==> config.mk <==
export PLATFORM = sky130hd
export DESIGN_NAME = alpha_over_blend_core
export DESIGN_NICKNAME = d
export VERILOG_FILES = /design/src/aob_pkg.sv /design/src/aob_front.sv /design/src/aob_div_step.sv /design/src/alpha_over_blend_core.sv
export SDC_FILE = /design/constraint.sdc
export NUM_CORES = 2
export LEC_CHECK = 0
export BUFFER_PORTS_ARGS = -buffer_cell sky130_fd_sc_hd__buf_2
export CAP_MARGIN = 20
export CELL_PAD_IN_SITES_DETAIL_PLACEMENT = 0
export CELL_PAD_IN_SITES_GLOBAL_PLACEMENT = 1
export CORE_ASPECT_RATIO = 0.6
export CORE_MARGIN = 4
export CORE_UTILIZATION = 40
export DETAILED_ROUTE_END_ITERATION = 10
export HOLD_SLACK_MARGIN = 0.03
export PLACE_DENSITY_LB_ADDON = 0.1
export SYNTH_ARGS = -nofsm -noshare
export SYNTH_HDL_FRONTEND = slang
export SYNTH_SLANG_ARGS = --single-unit
==> constraint.sdc <==
create_clock -name clock -period 6.7 [get_ports clock]
set_clock_uncertainty 0.15 [all_clocks]
set_input_delay 1.005 -clock clock [delete_from_list [all_inputs] [get_ports clock]]
set_output_delay 1.005 -clock clock [all_outputs]
set_load 0.01 [all_outputs]
==> src/aob_pkg.sv <==
// shared types and constants for the alpha over blend pipeline
`default_nettype none

package aob_pkg;

   localparam int unsigned ChanWidth  = 8;
   localparam int unsigned WeightWidth = 16;
   localparam int unsigned NumWidth   = 24;
   localparam int unsigned NumColors  = 3;
   localparam int unsigned QuoBits    = 8;
   localparam int unsigned AlphaWidth = 16;
   localparam int unsigned AlphaShWidth = 15;

   localparam logic [ChanWidth-1:0] FullScale = 8'd255;
   // alpha divisor 255 pre-shifted to the first quotient bit
   localparam logic [AlphaShWidth-1:0] AlphaDivInit = 15'd32640;

   typedef logic [ChanWidth-1:0] chan_type;

   typedef struct packed {
      logic                                       valid;
      logic                                       zero;
      logic [NumColors-1:0][NumWidth-1:0]         rem;
      logic [NumWidth-1:0]                        den_sh;
      logic [NumColors-1:0][QuoBits-1:0]          quo;
      logic [AlphaWidth-1:0]                      alp_rem;
      logic [AlphaShWidth-1:0]                    alp_sh;
      logic [QuoBits-1:0]                         alp_quo;
   } div_type;

endpackage

`default_nettype wire

==> src/aob_front.sv <==
// weight, product and numerator stages ahead of the dividers
`default_nettype none

module aob_front (
   input  wire logic                                        clock,
   input  wire logic                                        reset,
   input  wire logic                                        in_valid,
   input  wire aob_pkg::chan_type [aob_pkg::NumColors-1:0]  top_color,
   input  wire aob_pkg::chan_type                           top_alpha,
   input  wire aob_pkg::chan_type [aob_pkg::NumColors-1:0]  bot_color,
   input  wire aob_pkg::chan_type                           bot_alpha,
   output aob_pkg::div_type                                 div_out
);

   localparam int unsigned NC = aob_pkg::NumColors;
   localparam int unsigned WW = aob_pkg::WeightWidth;
   localparam int unsigned NW = aob_pkg::NumWidth;

   // stage 1: weights
   logic                                   v1_ff;
   logic [WW-1:0]                          wt_ff, wt_in;
   logic [WW-1:0]                          wb_ff, wb_in;
   aob_pkg::chan_type [NC-1:0]             ct1_ff, cb1_ff;

   // stage 2: products and denominator
   logic                                   v2_ff;
   logic [NC-1:0][NW-1:0]                  pt_ff, pt_in;
   logic [NC-1:0][NW-1:0]                  pb_ff, pb_in;
   logic [WW-1:0]                          den2_ff, den2_in;

   // stage 3: numerators
   aob_pkg::div_type                       d3_ff, d3_in;

   always_comb begin
      wt_in = WW'(top_alpha) * WW'(aob_pkg::FullScale);
      wb_in = WW'(bot_alpha) * WW'(aob_pkg::FullScale - top_alpha);
   end

   always_comb begin
      for (int c = 0; c < NC; c++) begin
         pt_in[c] = NW'(ct1_ff[c]) * NW'(wt_ff);
         pb_in[c] = NW'(cb1_ff[c]) * NW'(wb_ff);
      end
      den2_in = wt_ff + wb_ff;
   end

   always_comb begin
      d3_in = '0;
      d3_in.valid = v2_ff;
      d3_in.zero  = (den2_ff == '0);
      for (int c = 0; c < NC; c++) begin
         d3_in.rem[c] = pt_ff[c] + pb_ff[c];
      end
      d3_in.den_sh  = {1'b0, den2_ff, 7'b0};
      d3_in.alp_rem = den2_ff;
      d3_in.alp_sh  = aob_pkg::AlphaDivInit;
   end

   always_ff @(posedge clock) begin
      if (reset) begin
         v1_ff       <= 1'b0;
         v2_ff       <= 1'b0;
         d3_ff.valid <= 1'b0;
      end else begin
         v1_ff       <= in_valid;
         v2_ff       <= v1_ff;
         d3_ff.valid <= d3_in.valid;
      end
   end

   always_ff @(posedge clock) begin
      wt_ff   <= wt_in;
      wb_ff   <= wb_in;
      ct1_ff  <= top_color;
      cb1_ff  <= bot_color;
      pt_ff   <= pt_in;
      pb_ff   <= pb_in;
      den2_ff <= den2_in;
      d3_ff.zero    <= d3_in.zero;
      d3_ff.rem     <= d3_in.rem;
      d3_ff.den_sh  <= d3_in.den_sh;
      d3_ff.quo     <= d3_in.quo;
      d3_ff.alp_rem <= d3_in.alp_rem;
      d3_ff.alp_sh  <= d3_in.alp_sh;
      d3_ff.alp_quo <= d3_in.alp_quo;
   end

   assign div_out = d3_ff;

endmodule

`default_nettype wire

==> src/aob_div_step.sv <==
// one restoring division step for all four lanes, one quotient bit each
`default_nettype none

module aob_div_step (
   input  wire logic              clock,
   input  wire logic              reset,
   input  wire aob_pkg::div_type  step_in,
   output aob_pkg::div_type       step_out
);

   localparam int unsigned NC = aob_pkg::NumColors;
   localparam int unsigned NW = aob_pkg::NumWidth;
   localparam int unsigned AW = aob_pkg::AlphaWidth;
   localparam int unsigned QB = aob_pkg::QuoBits;

   aob_pkg::div_type  st_ff, st_in;
   logic [NW:0]       diff   [NC];
   logic [AW:0]       a_diff;

   always_comb begin
      st_in = step_in;
      for (int c = 0; c < NC; c++) begin
         diff[c] = {1'b0, step_in.rem[c]} - {1'b0, step_in.den_sh};
         if (!diff[c][NW]) begin
            st_in.rem[c] = diff[c][NW-1:0];
         end
         st_in.quo[c] = {step_in.quo[c][QB-2:0], ~diff[c][NW]};
      end
      st_in.den_sh = step_in.den_sh >> 1;

      a_diff = {1'b0, step_in.alp_rem} - {1'b0, AW'(step_in.alp_sh)};
      if (!a_diff[AW]) begin
         st_in.alp_rem = a_diff[AW-1:0];
      end
      st_in.alp_quo = {step_in.alp_quo[QB-2:0], ~a_diff[AW]};
      st_in.alp_sh  = step_in.alp_sh >> 1;
   end

   always_ff @(posedge clock) begin
      if (reset) begin
         st_ff.valid <= 1'b0;
      end else begin
         st_ff.valid <= st_in.valid;
      end
   end

   always_ff @(posedge clock) begin
      st_ff.zero    <= st_in.zero;
      st_ff.rem     <= st_in.rem;
      st_ff.den_sh  <= st_in.den_sh;
      st_ff.quo     <= st_in.quo;
      st_ff.alp_rem <= st_in.alp_rem;
      st_ff.alp_sh  <= st_in.alp_sh;
      st_ff.alp_quo <= st_in.alp_quo;
   end

   assign step_out = st_ff;

endmodule

`default_nettype wire

==> src/alpha_over_blend_core.sv <==
// straight alpha over compositing of two rgba8 pixels, fully pipelined
//
//   channel   ports                    handshake
//   request   start, busy, req_*       beat taken when start high and busy low
//   response  rsp_strobe, rsp_out_*    beat shown for one cycle, no backpressure
//
// one pixel pair per clock while busy is low; 3 stages for weights, products
// and numerators, then 8 restoring divide steps, one quotient bit each
// busy is high only during reset; reset clears the valid bits of every stage
// the receiver cannot stall, so the pipeline never holds
`default_nettype none

module alpha_over_blend_core (
   input  wire logic        clock,
   input  wire logic        reset,
   input  wire logic        start,
   output logic             busy,
   input  wire logic [7:0]  req_top_red,
   input  wire logic [7:0]  req_top_green,
   input  wire logic [7:0]  req_top_blue,
   input  wire logic [7:0]  req_top_alpha,
   input  wire logic [7:0]  req_bottom_red,
   input  wire logic [7:0]  req_bottom_green,
   input  wire logic [7:0]  req_bottom_blue,
   input  wire logic [7:0]  req_bottom_alpha,
   output logic             rsp_strobe,
   output logic [7:0]       rsp_out_red,
   output logic [7:0]       rsp_out_green,
   output logic [7:0]       rsp_out_blue,
   output logic [7:0]       rsp_out_alpha
);

   localparam int unsigned NC = aob_pkg::NumColors;
   localparam int unsigned NSteps = aob_pkg::QuoBits;

   aob_pkg::chan_type [NC-1:0]  top_color, bot_color;
   aob_pkg::div_type            stage [NSteps+1];
   aob_pkg::div_type            last;

   assign busy = reset;

   assign top_color = {req_top_blue, req_top_green, req_top_red};
   assign bot_color = {req_bottom_blue, req_bottom_green, req_bottom_red};

   aob_front u_front (
      .clock     (clock),
      .reset     (reset),
      .in_valid  (start & ~busy),
      .top_color (top_color),
      .top_alpha (req_top_alpha),
      .bot_color (bot_color),
      .bot_alpha (req_bottom_alpha),
      .div_out   (stage[0])
   );

   for (genvar i = 0; i < NSteps; i++) begin : g_div
      aob_div_step u_step (
         .clock    (clock),
         .reset    (reset),
         .step_in  (stage[i]),
         .step_out (stage[i+1])
      );
   end

   assign last = stage[NSteps];

   // both alphas zero gives a zero denominator: colours forced to zero
   assign rsp_strobe    = last.valid;
   assign rsp_out_red   = last.zero ? '0 : last.quo[0];
   assign rsp_out_green = last.zero ? '0 : last.quo[1];
   assign rsp_out_blue  = last.zero ? '0 : last.quo[2];
   assign rsp_out_alpha = last.alp_quo;

endmodule

`default_nettype wire

-- Word-level counts from Yosys, hierarchy flattened
Cells that the tools add are included.
- bits in registers: 1220
- bits of input ports: 67
- output and inout port bits: 34
- word-level logic and storage cells: 217
- $add $sub $neg: 37
- multipliers: 8
- multiplexer cells: 31
- bitwise operators: 34
- reduce and logical (&&, ||, !) cells: 1
- operator list (operator ; count):
    24-bit two-way mux ; 21
    8-bit by 16-bit multiplier with 24-bit output ; 6
    16-bit two-way mux ; 7
    24-bit by 16-bit subtractor with 25-bit output ; 3
    24-bit by 17-bit subtractor with 25-bit output ; 3
    24-bit by 18-bit subtractor with 25-bit output ; 3
    24-bit by 19-bit subtractor with 25-bit output ; 3
    24-bit by 20-bit subtractor with 25-bit output ; 3
    24-bit by 21-bit subtractor with 25-bit output ; 3
    24-bit by 22-bit subtractor with 25-bit output ; 3
    24-bit by 23-bit subtractor with 25-bit output ; 3
    24-bit adder ; 3
    1-bit inverter ; 33
    8-bit two-way mux ; 3
    16-bit by 10-bit subtractor with 17-bit output (second input constant) ; 1
    16-bit by 11-bit subtractor with 17-bit output (second input constant) ; 1
    16-bit by 12-bit subtractor with 17-bit output (second input constant) ; 1
    16-bit by 13-bit subtractor with 17-bit output (second input constant) ; 1
    16-bit by 14-bit subtractor with 17-bit output (second input constant) ; 1
    16-bit by 15-bit subtractor with 17-bit output (second input constant) ; 1
    16-bit by 8-bit subtractor with 17-bit output (second input constant) ; 1
    16-bit by 9-bit subtractor with 17-bit output (second input constant) ; 1
    16-bit adder ; 1
    16-bit logical NOT ; 1
    4 further kinds ; 4

-- Logic depth before layout (Yosys ltp)
- depth in word-level cells: 2
- depth in mapped cells: 19
- gate-level depth less buffers: 18

-- By module
A second synthesis with hierarchy kept.
- cells, all modules: 11954
- area, all modules: 109919.2 um2
- by module, submodules not included (module ; times used ; cells each ; area an instance (um2) ; seq. area each (um2)):
    aob_front ; 1 ; 4338 ; 39948.3 ; 6646.4
    aob_div_step (g_div[0].u_step ...) ; 3 ; 943 ; 8609.5 ; 3183.1
    aob_div_step (g_div[6].u_step ...) ; 2 ; 1021 ; 9223.8 ; 3183.1
    aob_div_step (g_div[5].u_step) ; 1 ; 951 ; 8649.5 ; 3183.1
    aob_div_step (g_div[4].u_step) ; 1 ; 865 ; 8444.3 ; 3183.1
    aob_div_step (g_div[3].u_step) ; 1 ; 901 ; 8374.3 ; 3183.1
    alpha_over_blend_core ; 1 ; 28 ; 226.5 ; 0.0

-- Worst setup path before layout
OpenSTA, ideal clock, no wires.
- path type: reg-to-reg
- start point: register u_front.wt_ff[9]
- end point: register u_front.pt_ff[22] (netlist bit)
- setup time: 0.072 ns
- arrival: 4.767 ns
- slack: 1.710 ns
- stages on the path, launching flop included: 18
- path buffers: 1
- clock period less this slack: 4.990 ns
- path through: dfxtp_1 clkbuf_1 and2_1 fa_1 fa_1 fa_1 inv_1 fa_1 inv_1 ha_1 a21o_1 a31o_2 a221oi_2 o221ai_1 or4_1 a31o_2 a21oi_1 xnor2_1
- RTL lines (item ; RTL line ; source):
    start: declaration ; aob_front.sv:21 ; logic [WW-1:0] wt_ff, wt_in;
    start signal: assignment ; aob_front.sv:72 ; wt_ff <= wt_in;
    end signal: assignment ; aob_front.sv:76 ; pt_ff <= pt_in;
    end: declaration ; aob_front.sv:27 ; logic [NC-1:0][NW-1:0] pt_ff, pt_in;

==> reports/metrics.csv <==
stage,metric,value,unit
timing,Max Clk Rate,174,MHz
global_route,initial antenna violation count,27,
timing,Least-Margin Pin Slew,1200,ps
setup_path,worst reg2reg path depth,17,
synth,post-synth top area share,0.298,
synth,sequential area share after synthesis,0.298,
timing,Max Slew Vio Count,0,
clocking,Post-CTS Hold Buffers,0,
detailed_routing,1st-iter DRT viols,4844,
detailed_routing,DRC viols,0,
clocking,H-Tree Depth,3,
timing,final hold vios,0,
clocking,CTS buffer count,121,
synth,Cells after Synth,8575,
setup_path,CP arrival,6230,ps
global_route,first-pass GRT wire length,383,mm
die,die area,208000,sq um
min_path,worst min path class,reg2reg,
synth,Synthesized Nets,10045,
place,PortBufs,100,
clocking,postcts setup bufs,0,
cells_and_area,Area Overhead vs Synth,10.1,%
die,top-level I/O count,101,
detailed_routing,Post-DRT Antenna Nets,0,
synth,"Avg Cell Area, Syn",9.33,sq um
clocking,CTS resizes,0,
global_route,gr usage total,0.246,
setup_path,crit start category,flop,
synth,Post-synth EDFFs,0,
cells_and_area,final core utilization,0.445,
timing,setup TNS,0,ps
cells_and_area,share of cells above drive strength 1,0.0651,
synth,library cells used by synthesis,106,
synth,"top cells by area, synth","dfxtp_1 (30%), fa_1 (15%), ha_1 (13%)",
die,Die Ht,355,um
clocking,CTS tree,yes,
cells_and_area,"non-filler cells, final",11415,
timing,hold slack,127,ps
cells_and_area,Final Net Count,10139,
flow_run,maxcap violations,0,
global_route,largest net degree at the start of global routing,34,
timing,crit share post-route,0.856,
synth,YS warnings,0,
synth,"FFs w/ async S/R, synth",0,
die,DIE WIDTH,586,um
global_route,vias in the first global route,57928,
die,starting density of the core,0.405,
synth,post-synthesis instance area,80000,sq um
status,outcome,finished clean,
detailed_routing,final WL,257,mm
detailed_routing,via count,60090,
place,gpl congestion,0.942,
setup_path,CP max FO,15,
clocking,clock root cell,clkbuf_16,
setup_path,Critical Path RT,7200,ps
clocking,clk sink count,1192,
min_path,Hold Path Stages,0,
die,row count,126,
clocking,"Clk pin slew, worst setup/hold paths",70,ps
setup_path,Setup Crit Path Kind,reg2reg,
setup_path,Critical Path End Type,flop,
timing,RSZ-0062 raised after global routing,no,
synth,Main synth FF type,dfxtp_1,
clocking,deepest clock path buffer count,3,
die,Core Region,198000,sq um
timing,slew margin rel.,0.199,
synth,register bit count reported by yosys,1192,
detailed_routing,number of vias per cell,5.26,
place,post-DP HPWL,213,mm
synth,dominant cell type by area after synthesis,dfxtp_1,
place,placed cell count,11168,
timing,Final Critical Period,5740,ps
global_route,GRT overflow,0,
timing,final setup vio count,0,
detailed_routing,Avg WL per Cell,22.5,um
clocking,worst-skew pair later-pin latency,820,ps
detailed_routing,drt first pass iters,8,
## worst max-delay path, stage by stage, from the launching register on
cell and delay (ps):
dfxtp_1 430, buf_4 260, and2_1 200, fa_1 460, fa_1 490, inv_1 60, fa_1 520, fa_1 500
inv_1 50, ha_1 320, o21a_1 180, a2111oi_1 760, nor4b_1 160, o21a_1 240, o21a_1 200, o21ai_0 160
a31oi_1 120, xor2_1 350
## metrics by stage
stage / setup WS, ps / instance area, sq um
after global routing: 565 / 88100
after global placement: 457 / 83600
after CTS: 982 / 88100
final: 963 / 88100
after floorplan: 1710 / 80000
after detailed placement: 1020 / 83600
## registers in the layout (all words and copies together), names as in the netlist
| register | flops |
|---|---|
| g_div.u_step.step_out | 860 |
| u_front.div_out | 90 |
| u_front.pb_ff | 72 |
| u_front.pt_ff | 72 |
| u_front.cb1_ff | 24 |
| u_front.ct1_ff | 24 |
| u_front.den2_ff | 16 |
| u_front.wb_ff | 16 |
| u_front.wt_ff | 16 |
| u_front.v1_ff | 1 |
| u_front.v2_ff | 1 |
## cells by family after synthesis
group,share of synthesized area
muxes,0.0153
and+or+nand+nor,0.157
DFF,0.298
AOI/OAI and AO/OA,0.137
buffers and inverters,0.0569
xor gates and xnor gates,0.0609
adders and majority gates,0.275
## synth_stat cells, drive strengths merged, types with 11 or more instances
cell	count
a31oi	43
a2111oi	19
buf	45
a31o	21
or3	29
nand3	112
nor2	472
ha	808
nor4	36
xnor2	365
o21ai	389
dfxtp	1192
nand4	60
or4	19
mux2i	23
o41ai	19
nor3	102
inv	979
and3	45
o22ai	16
nand2	519
clkbuf	165
a211o	22
o211ai	38
and2	664
o31a	36
o21a	111
xor2	192
or2	23
a21boi	21
o31ai	37
a221oi	14
fa	595
mux2	87
nand3b	17
a21oi	528
nor2b	162
a21o	202
o311ai	11
o21bai	58
a211oi	47
nor3b	12
nand2b	102
## cell type report
cell class                 instances  area, sq um
antenna                           20         50.0
clock buffer                     153         3300
clock inverter                    72         1160
fill                           19206       110000
inverter                         981         3680
multi-input combinational       6192        51700
sequential                      1192        23900
tap                             2624         3280
timing repair buffer             181         1130
## layout by cell type, fill, tap and decap left out, drive strengths merged, types with 47 or more instances in the layout
cell type and instances:
dfxtp 1192, inv 985, ha 808, and2 664, fa 595, a21oi 528, nand2 519, nor2 472
o21ai 389, xnor2 365, a21o 202, xor2 192, buf 181, nor2b 162, clkbuf 153, nand3 112
o21a 111, nand2b 102, nor3 102, mux2 87, nand4 60, o21bai 58, a211oi 47
## path summary, 6_finish.rpt
check,start,end,slack (ps)
setup / recovery,u_front.wt_ff[3]$_DFF_P_,u_front.pt_ff[46]$_DFF_P_,960
hold / removal,g_div[5].u_step.step_out[87]$_DFF_P_,g_div[6].u_step.step_out[87]$_DFF_P_,130
setup reg to reg,u_front.wt_ff[3]$_DFF_P_,u_front.pt_ff[46]$_DFF_P_,960
hold reg to reg,g_div[5].u_step.step_out[87]$_DFF_P_,g_div[6].u_step.step_out[87]$_DFF_P_,130
## per-layer routing
metal / part of all wire / global-route usage / routed length, um
met5: 0.00042 / 0 / 108
met4: 0.012 / 0.0312 / 2970
met3: 0.12 / 0.103 / 30700
met2: 0.30 / 0.262 / 78000
met1: 0.56 / 0.425 / 145000
Power is not shown: default switching activity piles up to over one toggle a cycle in this logic, so the estimate is an artifact.
